$ cat config.mk
export PLATFORM = sky130hd
export DESIGN_NAME = multi_axis_limit_switch_homing
export DESIGN_NICKNAME = d
export VERILOG_FILES = /design/src/design/mlsh_pkg.sv /design/src/design/mlsh_out_fifo.sv /design/src/design/multi_axis_limit_switch_homing.sv
export SDC_FILE = /design/constraint.sdc
export NUM_CORES = 1
export LEC_CHECK = 0
export BUFFER_PORTS_ARGS = -buffer_cell sky130_fd_sc_hd__buf_4
export CAP_MARGIN = 30
export CORE_AREA = 2 2 305 428
export DETAILED_ROUTE_END_ITERATION = 7
export DIE_AREA = 0 0 307 430
export PLACE_DENSITY = 0.5
export REMOVE_ABC_BUFFERS = 1
export SLEW_MARGIN = 20
export SYNTH_ARGS = -nofsm -noshare
export SYNTH_HDL_FRONTEND = slang
export SYNTH_SLANG_ARGS = --single-unit
$ cat constraint.sdc
create_clock -name clk -period 14.2 [get_ports clk]
set_clock_uncertainty 0.05 [all_clocks]
set_input_delay 2.13 -clock clk [delete_from_list [all_inputs] [get_ports clk]]
set_output_delay 2.13 -clock clk [all_outputs]
set_load 0.1 [all_outputs]
$ cat src/design/mlsh_pkg.sv
// Shared types and codes for the multi-axis limit-switch homing sequencer.
package mlsh_pkg;

  localparam int POS_BITS  = 16;
  localparam int ADC_BITS  = 12;
  localparam int AXIS_BITS = 3;

  localparam logic [1:0] FUNC_START = 2'd0;
  localparam logic [1:0] FUNC_POLL  = 2'd1;
  localparam logic [1:0] FUNC_TICK  = 2'd2;

  localparam logic [2:0] PH_IDLE     = 3'd0;
  localparam logic [2:0] PH_CHECK    = 3'd1;
  localparam logic [2:0] PH_TO_MIN   = 3'd2;
  localparam logic [2:0] PH_FREE_MIN = 3'd3;
  localparam logic [2:0] PH_TO_MAX   = 3'd4;
  localparam logic [2:0] PH_FREE_MAX = 3'd5;
  localparam logic [2:0] PH_MIDDLE   = 3'd6;
  localparam logic [2:0] PH_CAPTURE  = 3'd7;

  localparam logic [1:0] ST_IDLE = 2'd0;
  localparam logic [1:0] ST_BUSY = 2'd1;
  localparam logic [1:0] ST_DONE = 2'd2;
  localparam logic [1:0] ST_FAIL = 2'd3;

  localparam logic [2:0] ERR_NONE          = 3'd0;
  localparam logic [2:0] ERR_BOTH_LIMITS   = 3'd1;
  localparam logic [2:0] ERR_MIN_UNREACHED = 3'd2;
  localparam logic [2:0] ERR_MIN_STUCK     = 3'd3;
  localparam logic [2:0] ERR_MAX_UNREACHED = 3'd4;
  localparam logic [2:0] ERR_MAX_STUCK     = 3'd5;
  localparam logic [2:0] ERR_MID_UNREACHED = 3'd6;

  localparam logic [1:0] STEP_NONE = 2'd0;
  localparam logic [1:0] STEP_DOWN = 2'd1;
  localparam logic [1:0] STEP_UP   = 2'd2;

  localparam logic REG_ACTIVE_AXES = 1'b0;
  localparam logic REG_TIMEOUT     = 1'b1;

  localparam logic [3:0]  ACTIVE_AXES_RESET = 4'd1;
  localparam logic [15:0] TIMEOUT_RESET     = 16'd30000;

  localparam logic signed [POS_BITS-1:0] POS_MAX = {1'b0, {(POS_BITS-1){1'b1}}};
  localparam logic signed [POS_BITS-1:0] POS_MIN = {1'b1, {(POS_BITS-1){1'b0}}};

  typedef struct packed {
    logic [1:0]          func;
    logic                min_limit;
    logic                max_limit;
    logic [ADC_BITS-1:0] adc_sample;
  } item_t;

  typedef struct packed {
    logic [AXIS_BITS-1:0]        axis;
    logic [1:0]                  step_cmd;
    logic [2:0]                  phase;
    logic [1:0]                  status;
    logic [2:0]                  error_code;
    logic [AXIS_BITS-1:0]        next_axis;
    logic signed [POS_BITS-1:0]  position;
    logic signed [POS_BITS-1:0]  endpoint_max_out;
    logic signed [POS_BITS-1:0]  endpoint_mid_out;
    logic [ADC_BITS-1:0]         adc_min_out;
    logic [ADC_BITS-1:0]         adc_max_out;
    logic [ADC_BITS-1:0]         adc_mid_out;
  } result_t;

  typedef struct packed {
    logic signed [POS_BITS-1:0] position;
    logic signed [POS_BITS-1:0] max_ep;
    logic signed [POS_BITS-1:0] mid_ep;
    logic [ADC_BITS-1:0]        min_adc;
    logic [ADC_BITS-1:0]        max_adc;
    logic [ADC_BITS-1:0]        mid_adc;
  } axis_entry_t;

endpackage

$ cat src/design/mlsh_out_fifo.sv
// Two-entry result queue between the execute stage and the result channel.
module mlsh_out_fifo (
  input  logic             clk,
  input  logic             rst,
  input  logic             push,
  input  mlsh_pkg::result_t push_data,
  output logic [1:0]       count,
  output logic             result_valid,
  input  logic             result_ready,
  output mlsh_pkg::result_t result
);
  import mlsh_pkg::*;

  result_t entries [2];
  logic    wr_ptr;
  logic    rd_ptr;
  logic    pop;

  assign pop          = result_valid & result_ready;
  assign result_valid = (count != 2'd0);
  assign result       = entries[rd_ptr];

  always_ff @(posedge clk) begin
    if (rst) begin
      wr_ptr <= 1'b0;
      rd_ptr <= 1'b0;
      count  <= 2'd0;
    end else begin
      if (push) begin
        wr_ptr <= ~wr_ptr;
      end
      if (pop) begin
        rd_ptr <= ~rd_ptr;
      end
      count <= count + 2'(push) - 2'(pop);
    end
  end

  always_ff @(posedge clk) begin
    if (push) begin
      entries[wr_ptr] <= push_data;
    end
  end

endmodule

$ cat src/design/multi_axis_limit_switch_homing.sv
// Multi-axis limit-switch homing sequencer: per-axis state in a registered-read memory.
// A result passes through the memory read, the execute stage and the output queue.
// Throughput: one item per cycle while the output queue has room; the memory read is issued
// on accept, and a write-back from the item just ahead is forwarded into the execute stage.
// Reset: control state idle, per-axis entries read as zero until written, config to defaults.
module multi_axis_limit_switch_homing #(
  parameter int MAX_AXES = 8
) (
  input  logic              clk,
  input  logic              rst,
  input  logic              item_valid,
  output logic              item_ready,
  input  mlsh_pkg::item_t   item,
  output logic              result_valid,
  input  logic              result_ready,
  output mlsh_pkg::result_t result,
  input  logic              psel,
  input  logic              penable,
  input  logic              pwrite,
  input  logic [2:0]        paddr,
  input  logic [31:0]       pwdata,
  output logic [31:0]       prdata,
  output logic              pready
);
  import mlsh_pkg::*;

  localparam int PTR_W = (MAX_AXES > 1) ? $clog2(MAX_AXES) : 1;
  localparam logic [4:0] AXES_C = 5'(MAX_AXES);

  // configuration
  logic [3:0]  active_axes;
  logic [15:0] phase_timeout_ms;
  logic        cfg_wr;

  assign pready = 1'b1;
  assign cfg_wr = psel & penable & pwrite;

  always_ff @(posedge clk) begin
    if (rst) begin
      active_axes      <= ACTIVE_AXES_RESET;
      phase_timeout_ms <= TIMEOUT_RESET;
    end else if (cfg_wr) begin
      case (paddr[2])
        REG_ACTIVE_AXES: active_axes      <= pwdata[3:0];
        REG_TIMEOUT:     phase_timeout_ms <= pwdata[15:0];
        default: ;
      endcase
    end
  end

  always_comb begin
    case (paddr[2])
      REG_ACTIVE_AXES: prdata = {28'd0, active_axes};
      REG_TIMEOUT:     prdata = {16'd0, phase_timeout_ms};
      default:         prdata = 32'd0;
    endcase
  end

  // control state
  logic [2:0]       phase_reg, phase_next;
  logic [1:0]       status_reg, status_next;
  logic [2:0]       error_reg, error_next;
  logic [PTR_W-1:0] axis_pointer, ptr_next;
  logic             pass_clean, clean_next;
  logic [15:0]      elapsed_ms, elapsed_next;

  // execute stage
  logic             s1_valid;
  item_t            s1_item;
  logic [PTR_W-1:0] s1_axis;

  // per-axis memory
  axis_entry_t      axis_mem [MAX_AXES];
  logic [MAX_AXES-1:0] entry_written;
  axis_entry_t      mem_q;
  logic             fwd_valid;
  logic [PTR_W-1:0] fwd_addr;
  axis_entry_t      fwd_data;

  logic             item_fire;
  logic [PTR_W-1:0] rd_addr;
  logic             mem_we;
  axis_entry_t      entry_cur, entry_new;
  logic [1:0]       step;
  logic [2:0]       fail_code;
  logic             clean_after;
  logic             last;
  logic [4:0]       axis_cnt;
  logic [4:0]       a_inc;
  logic [PTR_W-1:0] ptr_inc;
  logic signed [POS_BITS-1:0] half_sum;
  logic signed [POS_BITS-1:0] mid_val;
  result_t          res;
  logic [1:0]       fifo_count;
  logic             pop;
  logic [2:0]       occ_next;

  assign item_fire = item_valid & item_ready;
  assign rd_addr   = (item.func == FUNC_START) ? '0 : ptr_next;
  assign pop       = result_valid & result_ready;
  assign occ_next  = 3'(fifo_count) + 3'(s1_valid) - 3'(pop);
  assign item_ready = (occ_next < 3'd2);

  always_comb begin
    if (active_axes == 4'd0) begin
      axis_cnt = 5'd1;
    end else if ({1'b0, active_axes} > AXES_C) begin
      axis_cnt = AXES_C;
    end else begin
      axis_cnt = {1'b0, active_axes};
    end
    a_inc   = 5'(s1_axis) + 5'd1;
    last    = (a_inc >= axis_cnt);
    ptr_inc = (a_inc >= AXES_C) ? '0 : a_inc[PTR_W-1:0];
  end

  always_comb begin
    if (fwd_valid && fwd_addr == s1_axis) begin
      entry_cur = fwd_data;
    end else if (entry_written[s1_axis]) begin
      entry_cur = mem_q;
    end else begin
      entry_cur = '0;
    end
  end

  always_comb begin
    phase_next   = phase_reg;
    status_next  = status_reg;
    error_next   = error_reg;
    ptr_next     = axis_pointer;
    clean_next   = pass_clean;
    elapsed_next = elapsed_ms;
    entry_new    = entry_cur;
    step         = STEP_NONE;
    fail_code    = ERR_NONE;
    clean_after  = pass_clean;
    mem_we       = 1'b0;
    half_sum     = entry_cur.max_ep
                   + $signed({{(POS_BITS-1){1'b0}}, entry_cur.max_ep[POS_BITS-1]});
    mid_val      = {half_sum[POS_BITS-1], half_sum[POS_BITS-1:1]};
    if (s1_valid) begin
      case (s1_item.func)
        FUNC_START: begin
          status_next  = ST_BUSY;
          error_next   = ERR_NONE;
          phase_next   = PH_CHECK;
          ptr_next     = '0;
          clean_next   = 1'b1;
          elapsed_next = 16'd0;
        end
        FUNC_TICK: begin
          if (status_reg == ST_BUSY && phase_reg inside {[PH_TO_MIN:PH_MIDDLE]} &&
              elapsed_ms != 16'hFFFF) begin
            elapsed_next = elapsed_ms + 16'd1;
          end
        end
        FUNC_POLL: begin
          if (status_reg == ST_BUSY) begin
            mem_we = 1'b1;
            case (phase_reg)
              PH_CHECK: begin
                if (s1_item.min_limit && s1_item.max_limit) begin
                  status_next = ST_FAIL;
                  error_next  = ERR_BOTH_LIMITS;
                  ptr_next    = '0;
                end
              end
              PH_TO_MIN: begin
                fail_code = ERR_MIN_UNREACHED;
                if (!s1_item.min_limit) begin
                  step = STEP_DOWN;
                end
              end
              PH_FREE_MIN: begin
                fail_code = ERR_MIN_STUCK;
                if (s1_item.min_limit) begin
                  step = STEP_UP;
                end else begin
                  entry_new.position = '0;
                  entry_new.min_adc  = s1_item.adc_sample;
                end
              end
              PH_TO_MAX: begin
                fail_code = ERR_MAX_UNREACHED;
                if (!s1_item.max_limit) begin
                  step = STEP_UP;
                end
              end
              PH_FREE_MAX: begin
                fail_code = ERR_MAX_STUCK;
                if (s1_item.max_limit) begin
                  step = STEP_DOWN;
                end else begin
                  entry_new.max_ep  = entry_cur.position;
                  entry_new.max_adc = s1_item.adc_sample;
                end
              end
              PH_MIDDLE: begin
                fail_code        = ERR_MID_UNREACHED;
                entry_new.mid_ep = mid_val;
                if ($signed(entry_cur.position) > mid_val) begin
                  step = STEP_DOWN;
                end
              end
              PH_CAPTURE: begin
                entry_new.mid_adc = s1_item.adc_sample;
              end
              default: ;
            endcase
            if (step == STEP_DOWN && entry_cur.position != POS_MIN) begin
              entry_new.position = entry_cur.position - POS_BITS'(1);
            end else if (step == STEP_UP && entry_cur.position != POS_MAX) begin
              entry_new.position = entry_cur.position + POS_BITS'(1);
            end
            clean_after = pass_clean & (step == STEP_NONE);
            clean_next  = clean_after;
            if (status_next == ST_BUSY) begin
              if (last) begin
                ptr_next = '0;
                if (clean_after) begin
                  if (phase_reg == PH_CAPTURE) begin
                    phase_next  = PH_IDLE;
                    status_next = ST_DONE;
                  end else begin
                    phase_next   = phase_reg + 3'd1;
                    clean_next   = 1'b1;
                    elapsed_next = 16'd0;
                  end
                end else if (elapsed_ms >= phase_timeout_ms) begin
                  status_next = ST_FAIL;
                  error_next  = fail_code;
                end else begin
                  clean_next = 1'b1;
                end
              end else begin
                ptr_next = ptr_inc;
              end
            end
          end
        end
        default: ;
      endcase
    end
  end

  always_comb begin
    res.axis             = AXIS_BITS'(s1_axis);
    res.step_cmd         = step;
    res.phase            = phase_next;
    res.status           = status_next;
    res.error_code       = error_next;
    res.next_axis        = AXIS_BITS'(ptr_next);
    res.position         = entry_new.position;
    res.endpoint_max_out = entry_new.max_ep;
    res.endpoint_mid_out = entry_new.mid_ep;
    res.adc_min_out      = entry_new.min_adc;
    res.adc_max_out      = entry_new.max_adc;
    res.adc_mid_out      = entry_new.mid_adc;
  end

  always_ff @(posedge clk) begin
    if (rst) begin
      phase_reg     <= PH_IDLE;
      status_reg    <= ST_IDLE;
      error_reg     <= ERR_NONE;
      axis_pointer  <= '0;
      pass_clean    <= 1'b1;
      elapsed_ms    <= 16'd0;
      s1_valid      <= 1'b0;
      fwd_valid     <= 1'b0;
      entry_written <= '0;
    end else begin
      phase_reg    <= phase_next;
      status_reg   <= status_next;
      error_reg    <= error_next;
      axis_pointer <= ptr_next;
      pass_clean   <= clean_next;
      elapsed_ms   <= elapsed_next;
      s1_valid     <= item_fire;
      fwd_valid    <= s1_valid & mem_we;
      if (s1_valid && mem_we) begin
        entry_written[s1_axis] <= 1'b1;
      end
    end
  end

  always_ff @(posedge clk) begin
    if (item_fire) begin
      s1_item <= item;
      s1_axis <= rd_addr;
    end
    fwd_addr <= s1_axis;
    fwd_data <= entry_new;
  end

  always_ff @(posedge clk) begin
    if (s1_valid && mem_we) begin
      axis_mem[s1_axis] <= entry_new;
    end
    if (item_fire) begin
      mem_q <= axis_mem[rd_addr];
    end
  end

  mlsh_out_fifo u_out_fifo (
    .clk          (clk),
    .rst          (rst),
    .push         (s1_valid),
    .push_data    (res),
    .count        (fifo_count),
    .result_valid (result_valid),
    .result_ready (result_ready),
    .result       (result)
  );

endmodule

Word-level counts from Yosys, hierarchy flattened
Memory sizes are Yosys's and may differ from the RTL's. A register that Yosys moved wholly into a read port is not among the register bits.
Index checks and enable logic that the tools add are counted.
- add/sub/neg operators: 10
- $lt $le $gt $ge: 10
- eq/ne operators: 23
- muxes and demuxes: 97
- bitwise gates (word level): 10
- reduce and logical (&&, ||, !) cells: 20
- operators by type and width (cell ; number):
    2-to-1 mux 84 bit ; 5
    2-to-1 mux 16 bit ; 13
    2-to-1 mux 3 bit ; 22
    case mux 32 bit (2 select lines) ; 1
    2-to-1 mux 12 bit ; 5
    inequality test 16 bit, second input constant ; 3
    case mux 16 bit (3 select lines) ; 1
    2-to-1 mux 2 bit ; 20
    2-to-1 mux 1 bit ; 19
    case mux 3 bit (2 select lines) ; 3
    adder 16 x 1 -> 16 bit, second input constant ; 1
    adder 16 x 2 -> 16 bit ; 1
    adder 16 x 2 -> 16 bit, second input constant ; 1
    >= comparator 16 bit ; 1
    greater-than comparator 16 x 15 -> 1 bit ; 1
    subtractor 16 x 2 -> 16 bit, second input constant ; 1
    case mux 3 bit (5 select lines) ; 1
    equality test 3 bit, second input constant ; 4
    inequality test 2 bit, second input constant ; 6
    case mux 2 bit (5 select lines) ; 1
    logical AND 1 bit ; 9
    equality test 2 x 1 -> 1 bit, second input constant ; 4
    2-to-1 mux 4 bit ; 2
    OR 8 bit ; 1
    other kinds (31) ; 44
- register bits: 168
- memory bits (writable): 872
- output and inout port bits: 135
- memories: 2
- memory list (name ; depth ; bits a word ; read ports ; clocked after memory_dff ; write ports ; RTL line ; RTL):
    axis_mem ; 8 ; 84 ; 1 ; 1 ; 1 ; multi_axis_limit_switch_homing.sv:73 ; axis_entry_t axis_mem [MAX_AXES];
    u_out_fifo.entries ; 2 ; 100 ; 1 ; 1 ; 1 ; mlsh_out_fifo.sv:14 ; result_t entries [2];

Longest topological paths before layout
Gate-level depths: netlist of run 1.
- depth after elaboration: 19
- mapped depth: 27
- depth with buffers taken out: 20

By module
From an unflattened synthesis of run 1, not the netlist that was laid out.
- cell total of the unflattened synthesis: 3428
- area total of the unflattened synthesis: 45449.8 um^2
- modules (own cells, without submodules) (module ; times used ; cells an instance ; area an instance (um^2) ; sequential area each (um^2)):
    multi_axis_limit_switch_homing ; 1 ; 3095 ; 37494.7 ; 26175.1
    mlsh_out_fifo ; 1 ; 333 ; 7955.1 ; 6105.9

Worst setup path after synthesis of run 1
No wires, ideal clock.
- path type: reg-to-reg
- start point: reg s1_valid
- end point: mem axis_mem[1][0] (netlist name) (enable)
- library setup time: 767 ps
- data arrival time: 9720 ps
- required time: 13383 ps
- setup slack: 3663 ps
- stages on the path, launching flop included: 5
- buffers on the path: 1
- period minus slack after synthesis: 10537 ps
- cells stage by stage: dfxtp_1 > nor2b_1 > nand3_1 > clkbuf_1 > nor4b_1
- word-level cells in the longest chain between the ends: 4
- RTL lines (item ; RTL line ; RTL):
    from (decl) ; multi_axis_limit_switch_homing.sv:68 ; logic s1_valid;
    from (signal assigned) ; multi_axis_limit_switch_homing.sv:280 ; s1_valid <= item_fire;
    2-to-1 mux 1 bit ; multi_axis_limit_switch_homing.sv:142 ; if (s1_valid) begin
    logical AND 1 bit (*) ; multi_axis_limit_switch_homing.sv:298 ; if (s1_valid && mem_we) begin
    2-to-1 mux 1 bit (*) ; multi_axis_limit_switch_homing.sv:298 ;
    2-to-1 mux 1 bit (not written as such) (*) ; multi_axis_limit_switch_homing.sv:299 ; axis_mem[s1_axis] <= entry_new;
    to (decl) ; multi_axis_limit_switch_homing.sv:73 ;
Every way passes the cells marked *; elsewhere a longest branch is shown, timed or not.

==> summary.md, run 1 <==
| Metric | Value |
|---|---|
| Status | `finished clean` |
| GR Util met2 | `0.319` |
| Routing usage on met3 | `0.0260` |
| Most frequent cells after synthesis | `975 x edfxtp_1, 585 x nand2_1, 359 x nand3_1, 163 x clkbuf_1, 150 x dfxtp_1` |
| P_sw | `~2.6 mW` |
| Crit-path max FO | `37` |
| Post-synth EDFFs | `roughly 980` |
| CP Capture Type | `register` |
| DRT iter0 DRCs | `approximately 2300` |
| Setup_tns | `0 ps` |
| Met1 usage | `0.232` |
| Seq cells post-synth | `between 1000 and 1500` |
| Pwr Density | `between 150 and 200 nW/µm²` |
| Top area cells in the synthesized netlist | `edfxtp_1 66%, dfxtp_1 6.7%, nand2_1 4.9%, nand3_1 4.0%, mux2_2 2.6%` |
| Detailed Routing Iterations Pass 1 | `6` |
| Area Growth Syn to Fin | `15.3%` |
| RSZ-0062 raised after global routing | `false` |
| DRC | `0` |
| Top cell type's share of synthesized area | `0.656` |
| Internal | `5.81 mW` |
| Row count | `156` |
| Skew-Pair Late Insertion Delay | `between 700 and 800 ps` |
| Max clock buf depth | `3` |
| Cell taking the most area after synthesis | `edfxtp_1` |
| Die Wd | `a little over 300 µm` |
| Part of the power in registers | `0.472` |
| Tot GR Track Use | `0.181` |
| Largest net degree at the start of global routing | `149` |
| Area post-placement | `about 48000 µm²` |
| Critical Path RT | `between 10000 and 15000 ps` |
| Die area | `between 100000 and 150000 µm²` |
| Syn avg cell area | `about 13 µm²` |
| Vias in the first global route | `28130` |
| # nets final | `roughly 3600` |
| Initial antenna violation count | `0` |
| CP Launch Type | `register` |
| Global-route wire length before repair | `181000 µm` |
| Die Y-Extent | `approximately 430 µm` |
| Actual slew at the worst max-slew pin | `approximately 980 ps` |
| Most common cell in the synthesized netlist | `edfxtp_1` |
| Clock transition at the registers of the reported paths | `roughly 60 ps` |
| Fraction of registers with async set/reset | `0` |
| Initial core utilization | `0.348` |
| Min Tclk post-route | `8770 ps` |
| Area of the core | `128000 µm²` |
| Clock Power Share | `0.350` |
| FILL cells | `roughly 12000` |
| Fraction of layout cells with a size suffix above 1 | `0.153` |
| Most flop-heavy register | `axis_mem` |
| Hold slack | `roughly 420 ps` |
| Number of post-CTS setup repair buffers | `0` |
| Routability congestion estimate | `around 0.87` |
| Slew Viols, Final | `0` |
| Reg-to-reg setup timing slack | `5430 ps` |
| H-tree levels | `3` |
| Largest register FFs | `672` |
| Achievable clock frequency | `roughly 110 MHz` |
| Comb power frac | `0.178` |
| Leakage | `~18 nW` |
| Worst Setup Path Type | `register to register` |
| Antenna-violating nets left | `0` |
| Yosys cell types | `79` |
| VDD IR max | `0.271 mV` |
| Top Ports | `about 190` |
| Clock sinks | `around 1100` |
| Routed vias | `between 20000 and 30000` |
| GR peak layer | `met2` |
| Hold buffer count at cts | `0` |
| Syn Std Cell Area | `between 40000 and 50000 µm²` |
| Synth warnings | `0` |
| Total wire length | `about 120000 µm` |
| Slew HR | `0.341` |
| CTS tree | `built` |
| Final core occ | `0.401` |
| Period utilization | `0.617` |
| Inserted Diodes | `0` |
| Routed length per instance | `23.1 µm` |
| Post-synthesis sequential area ratio | `0.723` |
| Worst Hold Class | `register to register` |
| Synth Instances | `3334` |
| Largest regs | `axis_mem: 672 flops, u_out_fifo.entries: 200 flops` |
| Reg2Reg Launch Point | `s1_axis[0]$_DFFE_PP_` |
| Sw frac | `0.309` |
| Port-buffer cells | `157` |
| Dpl hpwl | `66800 µm` |
| Grt total ovfl | `0` |
| Final hold viol count | `0` |
| Reg2reg path depth | `21` |
| Setup crit end | `axis_mem[0][76]$_DFFE_PP_` |
| Reg2reg end | `axis_mem[0][76]$_DFFE_PP_` |
| Max-cap violation count | `0` |
| Num CTS Buffers | `between 100 and 150` |
| Arr. time, crit path | `9120 ps` |
| Final Cell Area | `between 50000 and 60000 µm²` |
| Resized cells post-CTS | `0` |
| Vias/cell | `~5.3` |
| Critical Path Start | `s1_axis[0]$_DFFE_PP_` |
| Clock Root Buffer | `clkbuf_16` |
| Count of final setup violators | `0` |
| Synth Flop Type | `edfxtp_1` |
per-layer routing:
layer  share of wire  routed length [µm]  vias up
li1                -                   -    12770
met1            0.42               51200    14195
met2            0.51               61000      710
met3           0.049                5960      126
met4           0.022                2630        0
met5               0                   0        -
placed cells by master (no fill, tap or decap), types with 53 or more instances in the layout:
cell | synthesis | routed
mux2_2 | 103 | 103
nor2_1 | 115 | 112
a21oi_1 | 115 | 113
edfxtp_1 | 975 | 975
inv_1 | 56 | 53
o221ai_1 | 85 | 85
clkbuf_16 | 0 | 108
buf_4 | 18 | 218
dfxtp_1 | 150 | 149
a22oi_1 | 55 | 55
nand2_1 | 585 | 584
nand3_1 | 359 | 359
o21ai_0 | 133 | 124
final cells by class:
class	instances	area, µm²	share of cell area
flip-flops and latches	1125	32300	0.627
clock buffers	146	2910	0.0564
inverters	56	220	0.00428
clock inverters	54	657	0.0128
multi-input cells	1958	11500	0.223
repair buffers	234	1870	0.0363
well taps	1659	2080	0.0403
worst min-delay path by stage:
stage	startpoint	end	slack [ps]	depth (start not counted)
floorplan	entry_written[7]$_SDFFE_PP0P_	entry_written[7]$_SDFFE_PP0P_	380	2
global placement	entry_written[7]$_SDFFE_PP0P_	entry_written[7]$_SDFFE_PP0P_	400	2
detailed placement	error_reg[1]$_SDFF_PP0_	error_reg[1]$_SDFF_PP0_	410	1
CTS	phase_timeout_ms[2]$_SDFFE_PP0P_	phase_timeout_ms[2]$_SDFFE_PP0P_	420	2
global route	phase_timeout_ms[2]$_SDFFE_PP0P_	phase_timeout_ms[2]$_SDFFE_PP0P_	450	2
finish	entry_written[7]$_SDFFE_PP0P_	entry_written[7]$_SDFFE_PP0P_	420	2
power groups by stage:
stage	registers, mW	clock network (mW)	logic (mW)
detailed placement	4.03	0	1.53
floorplan	4.02	0	1.11
global route	3.99	3.13	1.56
finish	3.96	2.94	1.50
CTS	3.97	3.01	1.53
global placement	4.03	0	1.52
critical path, cell delays in order (launching register included):
cell      delay [ps]
edfxtp_1         840
xnor2_1          200
and4_4           400
buf_4            410
a31oi_4          590
a31oi_4          230
nand2b_1         250
or3_1            380
or3_1            460
or2_2            340
or3_1            420
nand2_1          130
ha_1             210
and4_1           260
nand4_1          190
or4_1            580
o211ai_1         270
a22oi_1          190
and3_1           470
a21oi_1          580
o21ai_0          200
a31oi_1          740
kinds of logic (layout without fill, tap and decap cells):
| logic type | after synthesis | count (layout) | synth area share |
|---|---|---|---|
| fa+ha+maj | 49 | 49 | 0.0139 |
| xor+xnor | 27 | 27 | 0.00530 |
| flops | 1125 | 1125 | 0.723 |
| buf+inv | 266 | 490 | 0.0247 |
| simple gates | 1211 | 1211 | 0.121 |
| mux | 113 | 113 | 0.0282 |
| compound gates | 541 | 541 | 0.0835 |
| other cells | 2 | 17 | 0.000168 |
through the flow:
step,cells,power [mW],setup WS (ps)
after floorplan,3139,5.13,2750
after global placement,5012,5.56,5590
after detailed placement,5023,5.56,5500
after CTS,5223,8.51,5440
after global routing,5232,8.68,5050
final,5232,8.40,5430
Note: power is estimated with default switching activity, not from simulation.
==> run 2, diff against run 1 <==
ABC_AREA = 1   (was unset)
CORE_AREA = 2 2 308 432   (was 2 2 305 428)
DIE_AREA = 0 0 310 434   (was 0 0 307 430)
clock period = 8.9 ns   (was 14.2 ns; I/O delays follow)
==> run 2 against run 1 <==
Net effect: the flow now finishes with violations (antenna rules); synthesized cell count increased by 6.1%; routed wire length decreased by 2.3%; sequential share of layout area decreased by 0.81 points; die area increased by 1.9%; non-clock buffer count decreased by 2; setup slack got worse by 3300 ps.
==> summary.md, run 2 <==
| Metric | Value |
|---|---|
| Vias/cell | `slightly above 5` |
| FILL cells | `12337` |
| Slew Viols, Final | `0` |
| P_sw | `around 4.5 mW` |
| Place WS | `2220 ps` |
| Final hold viol count | `0` |
| Number of post-CTS setup repair buffers | `0` |
| Worst path slowest cell | `edfxtp_1` |
| Clock Power Share | `0.330` |
| Detailed Routing Iterations Pass 1 | `7` |
| Largest regs | `axis_mem: 672 flops, u_out_fifo.entries: 200 flops` |
| Setup_tns | `0 ps` |
| Seq cells post-synth | `approximately 1100` |
| Synth warnings | `0` |
| Internal | `~9.4 mW` |
| Fraction of layout cells with a size suffix above 1 | `0.162` |
| Area post-placement | `about 48000 µm²` |
| Dpl hpwl | `about 67000 µm` |
| Achievable clock frequency | `about 150 MHz` |
| Die Wd | `approximately 310 µm` |
| Max-cap violation count | `0` |
| Most common cell in the synthesized netlist | `edfxtp_1` |
| Skew-Pair Late Insertion Delay | `around 730 ps` |
| Initial core utilization | `0.348` |
| CTS tree | `built` |
| Vias in the first global route | `between 20000 and 30000` |
| Largest register FFs | `about 670` |
| Final Cell Area | `between 50000 and 60000 µm²` |
| Top area cells in the synthesized netlist | `edfxtp_1 64%, dfxtp_1 6.6%, nand2_1 5.1%, o221ai_1 3.2%, nand3_1 2.6%` |
| Clock sinks | `between 1000 and 1500` |
| Min Tclk post-route | `between 6000 and 7000 ps` |
| Most used cell, CP | `nor2_1` |
| Arr. time, crit path | `7060 ps` |
| Slew HR | `0.320` |
| Routed vias | `28278` |
| Most flop-heavy register | `axis_mem` |
| Fraction of registers with async set/reset | `0` |
| Synth Instances | `between 3000 and 4000` |
| Grt total ovfl | `0` |
| Cell taking the most area after synthesis | `edfxtp_1` |
| Top cell type's share of synthesized area | `0.645` |
| Max clock buf depth | `3` |
| Count of final setup violators | `0` |
| Final WS setup | `roughly 2200 ps` |
| CP Launch Type | `register` |
| Most frequent cells after synthesis | `975 x edfxtp_1, 617 x nand2_1, 235 x nand3_1, 201 x a21oi_1, 197 x nor2_1` |
| Most frequent cells in the layout | `975 x edfxtp_1, 617 x nand2_1, 235 x nand3_1` |
| Most common cell after layout, fill and taps aside | `edfxtp_1` |
| Syn avg cell area | `between 10 and 15 µm²` |
| DRC | `0` |
| Crit-path max FO | `between 50 and 60` |
| Hold buffer count at cts | `0` |
| Worst Setup Path Type | `register to register` |
| Largest net degree at the start of global routing | `135` |
| Actual slew at the worst max-slew pin | `around 1000 ps` |
| Critical Path RT | `a little over 9000 ps` |
| Die Y-Extent | `around 430 µm` |
| Final core occ | `0.400` |
| Failing checks | `antenna rules` |
| Resized cells post-CTS | `0` |
| Part of the power in registers | `0.461` |
| H-tree levels | `3` |
| Slowest cell delay on critical path | `a little under 800 ps` |
| Yosys cell types | `between 50 and 60` |
| Reg-to-reg setup timing slack | `2170 ps` |
| Total wire length | `118000 µm` |
| Area Growth Syn to Fin | `14.8%` |
| Clock Root Buffer | `clkbuf_16` |
| Area of the core | `~130000 µm²` |
| Die area | `135000 µm²` |
| Period utilization | `0.756` |
| CP Capture Type | `register` |
| Routed length per instance | `about 21 µm` |
| Num CTS Buffers | `approximately 110` |
| Post-synth EDFFs | `975` |
| Global-route wire length before repair | `roughly 180000 µm` |
| Post-synthesis sequential area ratio | `0.711` |
| Synth Flop Type | `edfxtp_1` |
| VDD IR max | `around 0.36 mV` |
| Status | `complete, but fails checks` |
| Initial antenna violation count | `2` |
| Pwr Density | `about 270 nW/µm²` |
| Top Ports | `between 150 and 200` |
| Port-buffer cells | `approximately 160` |
| Routability congestion estimate | `about 0.86` |
| RSZ-0062 raised after global routing | `false` |
| Sw frac | `0.323` |
| Syn Std Cell Area | `45400 µm²` |
| DRT iter0 DRCs | `around 1600` |
| Hold slack | `~400 ps` |
| Row count | `roughly 160` |
| Comb power frac | `0.209` |
| Antenna-violating nets left | `1` |
| # nets final | `around 3800` |
| Clock transition at the registers of the reported paths | `60 ps` |
| Tot GR Track Use | `0.175` |
| Worst Hold Class | `register to register` |
| Leakage | `roughly 18 nW` |
## run 2: worst max-delay path: cells and delay by family (launching register included)
| family | cells | cell delay, ps |
|---|---|---|
| AO/OA/AOI/OAI | 3 | 1130 |
| adder cells (fa/ha/maj) | 1 | 190 |
| buffers and inverters | 8 | 1220 |
| flip-flops | 1 | 780 |
| AND/OR/NAND/NOR | 21 | 2880 |
## run 2: power groups by stage
stage / sequential [mW] / clock (mW) / combinational (mW)
6_report: 6.43 / 4.59 / 2.92
5_1_grt: 6.47 / 4.88 / 3.08
4_1_cts: 6.43 / 4.70 / 2.96
3_5_place_dp: 6.54 / 0 / 2.95
3_3_place_gp: 6.54 / 0 / 2.95
2_1_floorplan: 6.53 / 0 / 2.20
## run 2: kinds of logic (layout without fill, tap and decap cells)
kind of cell	after synthesis	count (layout)	share of synthesized area
buffers and inverters	417	634	0.0389
flip-flops	1125	1125	0.711
AND/OR/NAND/NOR	1148	1148	0.109
multiplexers	100	100	0.0248
AO/OA/AOI/OAI	658	658	0.0951
other	2	22	0.000165
XOR/XNOR	37	37	0.00714
adder cells (fa/ha/maj)	49	49	0.0137
## run 2: final cells by class
cell class,count,area (µm²),share of cell area
diodes,5,12.5,0.000240
clock buffers,155,3130,0.0601
clock inverters,49,413,0.00792
inverters,198,793,0.0152
multi-input cells,2009,11500,0.221
flip-flops and latches,1125,32300,0.619
well taps,1749,2190,0.0420
repair buffers,232,1810,0.0348
## run 2: final timing paths
check / from / to / depth (start not counted)
max: s1_axis[0]$_DFFE_PP_ / u_out_fifo.entries[0][70]$_DFFE_PP_ / 33
min: u_out_fifo.rd_ptr$_SDFFE_PP0P_ / register / 1
max reg2reg: s1_axis[0]$_DFFE_PP_ / u_out_fifo.entries[0][70]$_DFFE_PP_ / 33
min reg2reg: u_out_fifo.rd_ptr$_SDFFE_PP0P_ / register / 1
## run 2: per-stage QoR
step / std cells / power [mW]
floorplan: 3332 / 8.73
global placement: 5289 / 9.49
detailed placement: 5299 / 9.50
CTS: 5503 / 14.1
global route: 5517 / 14.4
finish: 5522 / 13.9
## run 2: per-layer routing
metal  up-vias  global-route usage  part of all wire
li1      13254                   -                 -
met3       166              0.0313             0.048
met5         -                   0           0.00011
met1     14259               0.216              0.42
met4         2              0.0577             0.027
met2       597               0.308              0.51
